$ cat src/sv/sha_pkg.sv
`timescale 1ns / 1ps

package sha_pkg;

	// Block position at which the 64-bit length field starts.
	localparam logic [5:0] LEN_START_POS = 6'd56;
	localparam logic [5:0] LAST_POS      = 6'd63;
	localparam logic [5:0] LAST_ROUND    = 6'd63;
	localparam logic [2:0] LAST_WORD_NUM = 3'd7;
	localparam logic [7:0] PAD_MARK      = 8'h80;

	localparam logic [31:0] K_TABLE [64] = '{
		32'h428a2f98, 32'h71374491, 32'hb5c0fbcf, 32'he9b5dba5,
		32'h3956c25b, 32'h59f111f1, 32'h923f82a4, 32'hab1c5ed5,
		32'hd807aa98, 32'h12835b01, 32'h243185be, 32'h550c7dc3,
		32'h72be5d74, 32'h80deb1fe, 32'h9bdc06a7, 32'hc19bf174,
		32'he49b69c1, 32'hefbe4786, 32'h0fc19dc6, 32'h240ca1cc,
		32'h2de92c6f, 32'h4a7484aa, 32'h5cb0a9dc, 32'h76f988da,
		32'h983e5152, 32'ha831c66d, 32'hb00327c8, 32'hbf597fc7,
		32'hc6e00bf3, 32'hd5a79147, 32'h06ca6351, 32'h14292967,
		32'h27b70a85, 32'h2e1b2138, 32'h4d2c6dfc, 32'h53380d13,
		32'h650a7354, 32'h766a0abb, 32'h81c2c92e, 32'h92722c85,
		32'ha2bfe8a1, 32'ha81a664b, 32'hc24b8b70, 32'hc76c51a3,
		32'hd192e819, 32'hd6990624, 32'hf40e3585, 32'h106aa070,
		32'h19a4c116, 32'h1e376c08, 32'h2748774c, 32'h34b0bcb5,
		32'h391c0cb3, 32'h4ed8aa4a, 32'h5b9cca4f, 32'h682e6ff3,
		32'h748f82ee, 32'h78a5636f, 32'h84c87814, 32'h8cc70208,
		32'h90befffa, 32'ha4506ceb, 32'hbef9a3f7, 32'hc67178f2
	};

	localparam logic [31:0] H_INIT [8] = '{
		32'h6a09e667, 32'hbb67ae85, 32'h3c6ef372, 32'ha54ff53a,
		32'h510e527f, 32'h9b05688c, 32'h1f83d9ab, 32'h5be0cd19
	};

	typedef enum logic [1:0] {
		BSEL_INPUT = 2'd0,
		BSEL_MARK  = 2'd1,
		BSEL_ZERO  = 2'd2,
		BSEL_LEN   = 2'd3
	} byte_sel_t;

	typedef enum logic [4:0] {
		ST_IDLE   = 5'b00001,
		ST_PAD    = 5'b00010,
		ST_ROUND  = 5'b00100,
		ST_FINISH = 5'b01000,
		ST_OUT    = 5'b10000
	} ctrl_state_t;

	typedef struct packed {
		logic      init;
		logic      shift_byte;
		byte_sel_t byte_sel;
		logic      count_bits;
		logic      start_block;
		logic      do_round;
		logic [5:0] round_idx;
		logic      finish_block;
		logic [2:0] word_idx;
	} dp_cmd_t;

	typedef struct packed {
		logic [5:0] pos;
	} dp_stat_t;

	function automatic logic [31:0] rotr(input logic [31:0] v, input int unsigned n);
		return (v >> n) | (v << (32 - n));
	endfunction

	function automatic logic [31:0] rnd_sum_a(input logic [31:0] x);
		return rotr(x, 2) ^ rotr(x, 13) ^ rotr(x, 22);
	endfunction

	function automatic logic [31:0] rnd_sum_e(input logic [31:0] x);
		return rotr(x, 6) ^ rotr(x, 11) ^ rotr(x, 25);
	endfunction

	function automatic logic [31:0] sched_mix15(input logic [31:0] x);
		return rotr(x, 7) ^ rotr(x, 18) ^ (x >> 3);
	endfunction

	function automatic logic [31:0] sched_mix2(input logic [31:0] x);
		return rotr(x, 17) ^ rotr(x, 19) ^ (x >> 10);
	endfunction

endpackage

$ cat src/sv/sha_dp.sv
`timescale 1ns / 1ps

module sha_dp import sha_pkg::*; (
	input  logic        clk,
	input  logic        arst_n,
	input  dp_cmd_t     cmd,
	input  logic [7:0]  data_byte,
	output dp_stat_t    stat,
	output logic [31:0] digest
);

	logic [31:0]  h_q [8];
	logic [31:0]  v_q [8];
	logic [511:0] blk_q;
	logic [5:0]   pos_q;
	logic [63:0]  bits_q;

	logic [7:0]  byte_in;
	logic [2:0]  len_sel;
	logic [31:0] w_t;
	logic [31:0] w_new;
	logic [31:0] t1;
	logic [31:0] t2;
	logic [31:0] ch;
	logic [31:0] maj;

	// Length bytes go out most significant first at positions 56 to 63.
	assign len_sel = 3'd7 - pos_q[2:0];

	always_comb begin
		case (cmd.byte_sel)
			BSEL_INPUT: byte_in = data_byte;
			BSEL_MARK:  byte_in = PAD_MARK;
			BSEL_ZERO:  byte_in = 8'h00;
			BSEL_LEN:   byte_in = bits_q[{len_sel, 3'b000} +: 8];
			default:    byte_in = 8'h00;
		endcase
	end

	// The block register doubles as the rolling schedule: word 0 sits in the top bits.
	assign w_t   = blk_q[511:480];
	assign w_new = sched_mix2(blk_q[63:32]) + blk_q[223:192]
		+ sched_mix15(blk_q[479:448]) + blk_q[511:480];

	assign ch  = (v_q[4] & v_q[5]) ^ (~v_q[4] & v_q[6]);
	assign maj = (v_q[0] & v_q[1]) ^ (v_q[0] & v_q[2]) ^ (v_q[1] & v_q[2]);
	assign t1  = v_q[7] + rnd_sum_e(v_q[4]) + ch + K_TABLE[cmd.round_idx] + w_t;
	assign t2  = rnd_sum_a(v_q[0]) + maj;

	always_ff @(posedge clk or negedge arst_n) begin
		if (!arst_n) begin
			for (int i = 0; i < 8; i++) begin
				h_q[i] <= H_INIT[i];
			end
			pos_q  <= '0;
			bits_q <= '0;
		end else begin
			if (cmd.init) begin
				for (int i = 0; i < 8; i++) begin
					h_q[i] <= H_INIT[i];
				end
				bits_q <= '0;
				pos_q  <= '0;
			end else begin
				if (cmd.finish_block) begin
					for (int i = 0; i < 8; i++) begin
						h_q[i] <= h_q[i] + v_q[i];
					end
				end
				if (cmd.shift_byte) begin
					pos_q <= pos_q + 6'd1;
				end
				if (cmd.count_bits) begin
					bits_q <= bits_q + 64'd8;
				end
			end
		end
	end

	always_ff @(posedge clk) begin
		if (cmd.shift_byte) begin
			blk_q <= {blk_q[503:0], byte_in};
		end else if (cmd.do_round) begin
			blk_q <= {blk_q[479:0], w_new};
		end
		if (cmd.start_block) begin
			for (int i = 0; i < 8; i++) begin
				v_q[i] <= h_q[i];
			end
		end else if (cmd.do_round) begin
			v_q[0] <= t1 + t2;
			v_q[1] <= v_q[0];
			v_q[2] <= v_q[1];
			v_q[3] <= v_q[2];
			v_q[4] <= v_q[3] + t1;
			v_q[5] <= v_q[4];
			v_q[6] <= v_q[5];
			v_q[7] <= v_q[6];
		end
	end

	assign stat.pos = pos_q;
	assign digest   = h_q[cmd.word_idx];

endmodule

$ cat src/sv/sha_ctrl.sv
`timescale 1ns / 1ps

module sha_ctrl import sha_pkg::*; (
	input  logic       clk,
	input  logic       arst_n,
	input  logic       s_tvalid,
	input  logic       s_tuser,
	input  logic       s_tlast,
	input  logic       m_tready,
	input  dp_stat_t   stat,
	output logic       s_tready,
	output logic       m_tvalid,
	output logic       m_tlast,
	output logic [2:0] word_num,
	output dp_cmd_t    cmd
);

	ctrl_state_t state_q;
	logic [5:0]  rnd_q;
	logic [2:0]  word_q;
	logic        pad_q;
	logic        mark_q;
	logic        len_phase_q;
	logic        len_done_q;

	logic      accept;
	logic      block_full;
	byte_sel_t pad_sel;

	assign accept     = s_tvalid && (state_q == ST_IDLE);
	assign block_full = (stat.pos == LAST_POS);

	always_comb begin
		if (!mark_q) begin
			pad_sel = BSEL_MARK;
		end else if (len_phase_q || (stat.pos == LEN_START_POS)) begin
			pad_sel = BSEL_LEN;
		end else begin
			pad_sel = BSEL_ZERO;
		end
	end

	always_comb begin
		cmd           = '0;
		cmd.byte_sel  = BSEL_INPUT;
		cmd.round_idx = rnd_q;
		cmd.word_idx  = word_q;
		case (state_q)
			ST_IDLE: begin
				if (accept && s_tuser) begin
					cmd.shift_byte  = 1'b1;
					cmd.count_bits  = 1'b1;
					cmd.start_block = block_full;
				end
			end
			ST_PAD: begin
				cmd.shift_byte  = 1'b1;
				cmd.byte_sel    = pad_sel;
				cmd.start_block = block_full;
			end
			ST_ROUND:  cmd.do_round     = 1'b1;
			ST_FINISH: cmd.finish_block = 1'b1;
			ST_OUT:    cmd.init         = m_tready && (word_q == LAST_WORD_NUM);
			default:   cmd.init         = 1'b0;
		endcase
	end

	always_ff @(posedge clk or negedge arst_n) begin
		if (!arst_n) begin
			state_q     <= ST_IDLE;
			rnd_q       <= '0;
			word_q      <= '0;
			pad_q       <= 1'b0;
			mark_q      <= 1'b0;
			len_phase_q <= 1'b0;
			len_done_q  <= 1'b0;
		end else begin
			case (state_q)
				ST_IDLE: begin
					if (accept) begin
						if (s_tuser && block_full) begin
							state_q <= ST_ROUND;
							pad_q   <= s_tlast;
						end else if (s_tlast) begin
							state_q <= ST_PAD;
							pad_q   <= 1'b1;
						end
					end
				end
				ST_PAD: begin
					mark_q <= 1'b1;
					if (pad_sel == BSEL_LEN) begin
						len_phase_q <= 1'b1;
					end
					if (block_full) begin
						state_q <= ST_ROUND;
						if (pad_sel == BSEL_LEN) begin
							len_done_q <= 1'b1;
						end
					end
				end
				ST_ROUND: begin
					rnd_q <= rnd_q + 6'd1;
					if (rnd_q == LAST_ROUND) begin
						state_q <= ST_FINISH;
					end
				end
				ST_FINISH: begin
					if (len_done_q) begin
						state_q <= ST_OUT;
						word_q  <= '0;
					end else if (pad_q) begin
						state_q <= ST_PAD;
					end else begin
						state_q <= ST_IDLE;
					end
				end
				ST_OUT: begin
					if (m_tready) begin
						word_q <= word_q + 3'd1;
						if (word_q == LAST_WORD_NUM) begin
							state_q     <= ST_IDLE;
							pad_q       <= 1'b0;
							mark_q      <= 1'b0;
							len_phase_q <= 1'b0;
							len_done_q  <= 1'b0;
						end
					end
				end
				default: state_q <= ST_IDLE;
			endcase
		end
	end

	assign s_tready = (state_q == ST_IDLE);
	assign m_tvalid = (state_q == ST_OUT);
	assign m_tlast  = (word_q == LAST_WORD_NUM);
	assign word_num = word_q;

endmodule

$ cat src/sv/sha256_message_hasher_top.sv
`timescale 1ns / 1ps
// Channel  | Direction | Signals                                | Beat contents
// ---------+-----------+----------------------------------------+---------------------------------
// s_axis   | in        | s_tvalid s_tready s_tdata s_tuser s_tlast | one message byte or an end mark
// m_axis   | out       | m_tvalid m_tready m_tdata m_tlast       | one digest word, eight per message
//
// The 64th byte of a block starts the single round unit: the round state runs the rounds,
// and a finish state then adds the round variables into the chained hash. After the end
// mark up to 72 padding bytes go in at one per cycle outside the compressions, with one or
// two compressions, and then eight beats leave, one per cycle while m_tready is high.
// s_tready is low while a block compresses, while padding runs and while the digest goes out.
// Reset is asynchronous and active low and loads the initial hash values.

module sha256_message_hasher_top import sha_pkg::*; (
	input  logic        clk,
	input  logic        arst_n,
	input  logic        s_tvalid,
	output logic        s_tready,
	input  logic [7:0]  s_tdata,   // [7:0] data_byte
	input  logic        s_tuser,   // [0] byte_present
	input  logic        s_tlast,   // final_item
	output logic        m_tvalid,
	input  logic        m_tready,
	output logic [39:0] m_tdata,   // [31:0] digest_word, [34:32] word_number, rest zero
	output logic        m_tlast    // last_word
);

	dp_cmd_t     cmd;
	dp_stat_t    stat;
	logic [31:0] digest;
	logic [2:0]  word_num;

	// The controller sequences byte loading, padding, rounds and the digest beats.
	sha_ctrl u_ctrl (
		.clk      (clk),
		.arst_n   (arst_n),
		.s_tvalid (s_tvalid),
		.s_tuser  (s_tuser),
		.s_tlast  (s_tlast),
		.m_tready (m_tready),
		.stat     (stat),
		.s_tready (s_tready),
		.m_tvalid (m_tvalid),
		.m_tlast  (m_tlast),
		.word_num (word_num),
		.cmd      (cmd)
	);

	// The datapath holds the block and schedule, the round variables and the chained hash.
	sha_dp u_dp (
		.clk       (clk),
		.arst_n    (arst_n),
		.cmd       (cmd),
		.data_byte (s_tdata),
		.stat      (stat),
		.digest    (digest)
	);

	assign m_tdata = {5'b00000, word_num, digest};

endmodule

$ cat config.mk
export PLATFORM = sky130hd
export DESIGN_NAME = sha256_message_hasher_top
export DESIGN_NICKNAME = d
export VERILOG_FILES = /design/src/sv/sha_pkg.sv /design/src/sv/sha_dp.sv /design/src/sv/sha_ctrl.sv /design/src/sv/sha256_message_hasher_top.sv
export SDC_FILE = /design/constraint.sdc
export NUM_CORES = 2
export LEC_CHECK = 0
export BUFFER_PORTS_ARGS = -buffer_cell sky130_fd_sc_hd__buf_2
export CELL_PAD_IN_SITES_DETAIL_PLACEMENT = 0
export CELL_PAD_IN_SITES_GLOBAL_PLACEMENT = 1
export CORE_ASPECT_RATIO = 0.7
export CORE_MARGIN = 2
export CORE_UTILIZATION = 35
export DETAILED_ROUTE_END_ITERATION = 8
export GPL_ROUTABILITY_DRIVEN = 1
export PLACE_DENSITY = 0.68
export SLEW_MARGIN = 10
export SYNTH_ARGS = -nofsm -noshare
export SYNTH_HDL_FRONTEND = slang
export SYNTH_SLANG_ARGS = --single-unit
$ cat constraint.sdc
create_clock -name clk -period 17.3 [get_ports clk]
set_input_delay 0.865 -clock clk [delete_from_list [all_inputs] [get_ports clk]]
set_output_delay 0.865 -clock clk [all_outputs]
set_load 0.05 [all_outputs]
==> metrics.cfg <==
[status]
status = complete, but fails checks
violations = max-capacitance violations, max-slew violations

[placed_design]
routabilityCongestion = 0.975
place_ws_ps = 6660
io_buffer_count = 51
place_area_um2 = 79200
dp_hpwl_um = 201000

[cts]
post_cts_resized = 0
cts_setup_buffers = 0
ctsRootBufferMaster = clkbuf_16
path_clk_slew_ps = 60
h-tree-depth = 4
tritoncts = yes
insertion_delay_ps = 820
hold_buffers = 0
clkSinkCount = 1109
cts_buffers = 138
clock_path_buffers = 4

[global_route]
use_met1_pct = 39.2
use_met3_pct = 7.51
grt_max_degree = 200
grt-busiest-layer = met1
grt_util_met2_pct = 29.6
grt_pass1_vias = 56600
grt.total_usage_pct = 23.9
grt_first_pass_wirelength_um = 394000
grt_overflow = 0
grt_antenna_before_repair = 9

[setup_path]
r2r-start = u_ctrl.rnd_q[1]$_DFFE_PN0P_
arrival_ps = 11600
cpMostUsedCell = fa_1
end_kind = flop
setup.worst_path.start = u_ctrl.rnd_q[1]$_DFFE_PN0P_
cpPeakStageDelay_ps = 840
rrSetupSlack_ps = 6230
r2r_cells = 31
crit_required_ps = 17840
crit_slowest_cell = ha_1
critPathKind = reg -> reg
path_max_fanout = 16
start_kind = flop
r2r-end = u_dp.v_q[0][31]$_DFFE_PP_

[power]
clkPwrFrac_pct = 49.9
intPower_mw = 4.44
swShare_pct = 21.7
sequentialPowerShare_pct = 49.6
peakVddDrop_uv = 60.5
p_leak_nw = 35.4
p_comb_share_pct = 0.4
power_switching_mw = 1.23
power.density_nw_per_um2 = 68.0

[route]
wire_per_inst_um = 24.6
viasPerCell = 5.55
drc = 0
drt-total-wl_um = 270000
drt-initial-drc-count = 6905
drt_pass1_iterations = 6
vias = 60800
ant_nets = 0

[sta]
finalHoldViolCount = 0
min_period_over_period_pct = 64.0
tightest_slew_ps = 1530
final-setup-viol-count = 0
slew_headroom_pct = -2.34
fin_ws_ps = 6230
skew_ps = 72.7
finalSetupTns_ps = 0
drv_slew = 4
fmax_ghz = 0.0904
rsz0062_at_grt = false
period_needed_ps = 11070

[min_path]
hold_class = in -> async

[synthesis]
synth_ff_type = edfxtp_1
synth-seq-cells = 1109
synth_cell_types = 98
ys_seq_area_share_pct = 41.7
synth_edf_count = 768
async_flop_share_pct = 30.7
postSynthAreaPerCell_um2 = 9.37
postSynthCellCount = 8123
syn_area_um2 = 76200
yosys_warnings = 0

[finish]
final_cell_area_um2 = 83500
drive_gt1_share_pct = 9.42
area.growth.synth_to_final_pct = 9.60
mostFrequentLayoutCell = nand2_1
most-common-layout-cells = 2229 x nand2_1, 768 x edfxtp_1, 479 x o21ai_0, 418 x a21oi_1, 398 x ha_1
nFillCells = 21600
nets = 8565

[floorplan]
rows = 143
num_io_pins = 57
die_area_um2 = 221000
core_area_um2 = 217000
initial_core_util_pct = 35.1
dieWidth_um = 562
dieHeight_um = 394

[job]
cap_violations = 1

==> layout make-up <==
cell class | instances | area [um^2] | area share (%)
timing repair buffer | 156 | 1120 | 1.34
tap | 2900 | 3630 | 4.35
antenna | 3 | 7.51 | 0.00899
clock inverter | 51 | 444 | 0.532
multi-input combinational | 6292 | 41700 | 50.0
inverter | 261 | 980 | 1.17
sequential | 1109 | 31800 | 38.1
clock buffer | 186 | 3790 | 4.54
==> worst max path at each step <==
stage	cells after the start	end	slack (ps)
6_report	31	u_dp.v_q[0][31]$_DFFE_PP_	6230
4_1_cts	31	u_dp.v_q[0][31]$_DFFE_PP_	6610
2_1_floorplan	6	u_dp.blk_q[0]$_DFFE_PP_	3490
3_3_place_gp	31	u_dp.v_q[0][31]$_DFFE_PP_	6500
5_1_grt	31	u_dp.v_q[0][31]$_DFFE_PP_	6000
3_5_place_dp	31	u_dp.v_q[0][31]$_DFFE_PP_	6660
==> kinds of logic (layout without fill, tap and decap cells) <==
group	count (synthesis)	after routing	share of synthesized area (%)
other	1	8	0.00492
AND/OR/NAND/NOR	3217	3217	17.7
AO/OA/AOI/OAI	1606	1606	13.3
adder cells (fa/ha/maj)	617	617	12.0
XOR/XNOR	615	615	7.11
flip-flops	1109	1109	41.7
buffers and inverters	726	654	3.63
multiplexers	232	232	4.57
==> metal layers <==
metal | share of wire, % | wire [um]
met1 | 51 | 138000
met2 | 37 | 99300
met5 | 0.0026 | 7
met4 | 1.5 | 3960
met3 | 11 | 28900
==> critical path, delay by kind of cell, from the launching register on <==
family	cells	cell delay (ps)
DFF	1	320
buffers and inverters	4	920
xor gates and xnor gates	2	470
and+or+nand+nor	4	1230
adders and majority gates	7	3380
AOI/OAI and AO/OA	14	4500
==> power by group through the flow <==
stage	sequential [mW]	clock, mW	combinational, mW
2_1_floorplan	2.87	0	0.00338
3_3_place_gp	2.87	0	0.0262
3_5_place_dp	2.87	0	0.0262
4_1_cts	2.81	2.90	0.0263
5_1_grt	2.81	3.00	0.0284
6_report	2.81	2.83	0.0250
==> cell usage after synthesis, types with 47 or more instances <==
library cell  instances  area share (%)
a21o_1              180             1.8
dfrtp_1             204             6.7
clkbuf_1            421             2.1
nand3_1             163             1.1
a211oi_1             52            0.51
ha_1                398             6.5
a21oi_1             418             2.7
fa_1                195             5.1
edfxtp_1            768              30
o21a_1               68            0.67
o21ai_0             479             3.1
nor3_1              131            0.86
inv_1               258             1.3
xnor2_1             395             4.5
nand2b_1             59            0.48
nand2_1            2232              11
o21bai_1             47            0.46
xor2_1              218             2.5
dfstp_2             137             4.7
and3_1               47            0.39
mux2_2              126             1.9
nor2_1              339             1.7
mux4_2               80             2.4
==> per-stage QoR <==
| step | total power [mW] | util (%) | std cells | hold WS (ps) |
|---|---|---|---|---|
| 2_1_floorplan | 2.87 | - | 8127 | 455 |
| 3_3_place_gp | 2.89 | 36.6 | 10700 | 468 |
| 3_5_place_dp | 2.89 | 36.6 | 10700 | 484 |
| 4_1_cts | 5.74 | 38.5 | 11000 | 74.6 |
| 5_1_grt | 5.84 | 38.5 | 11000 | 107 |
| 6_report | 5.67 | 38.5 | 11000 | 59.2 |
==> registers in the layout, summed over array words and instances (netlist names) <==
register	count
u_ctrl.pad_q	1
u_dp.blk_q	512
u_ctrl.state_q	5
u_ctrl.len_phase_q	1
u_ctrl.rnd_q	6
u_ctrl.word_num	3
u_dp.h_q	256
u_ctrl.len_done_q	1
u_ctrl.mark_q	1
u_dp.v_q	256
u_dp.bits_q	61
u_dp.stat	6
No activity file was read; power rests on OpenSTA's default activity.
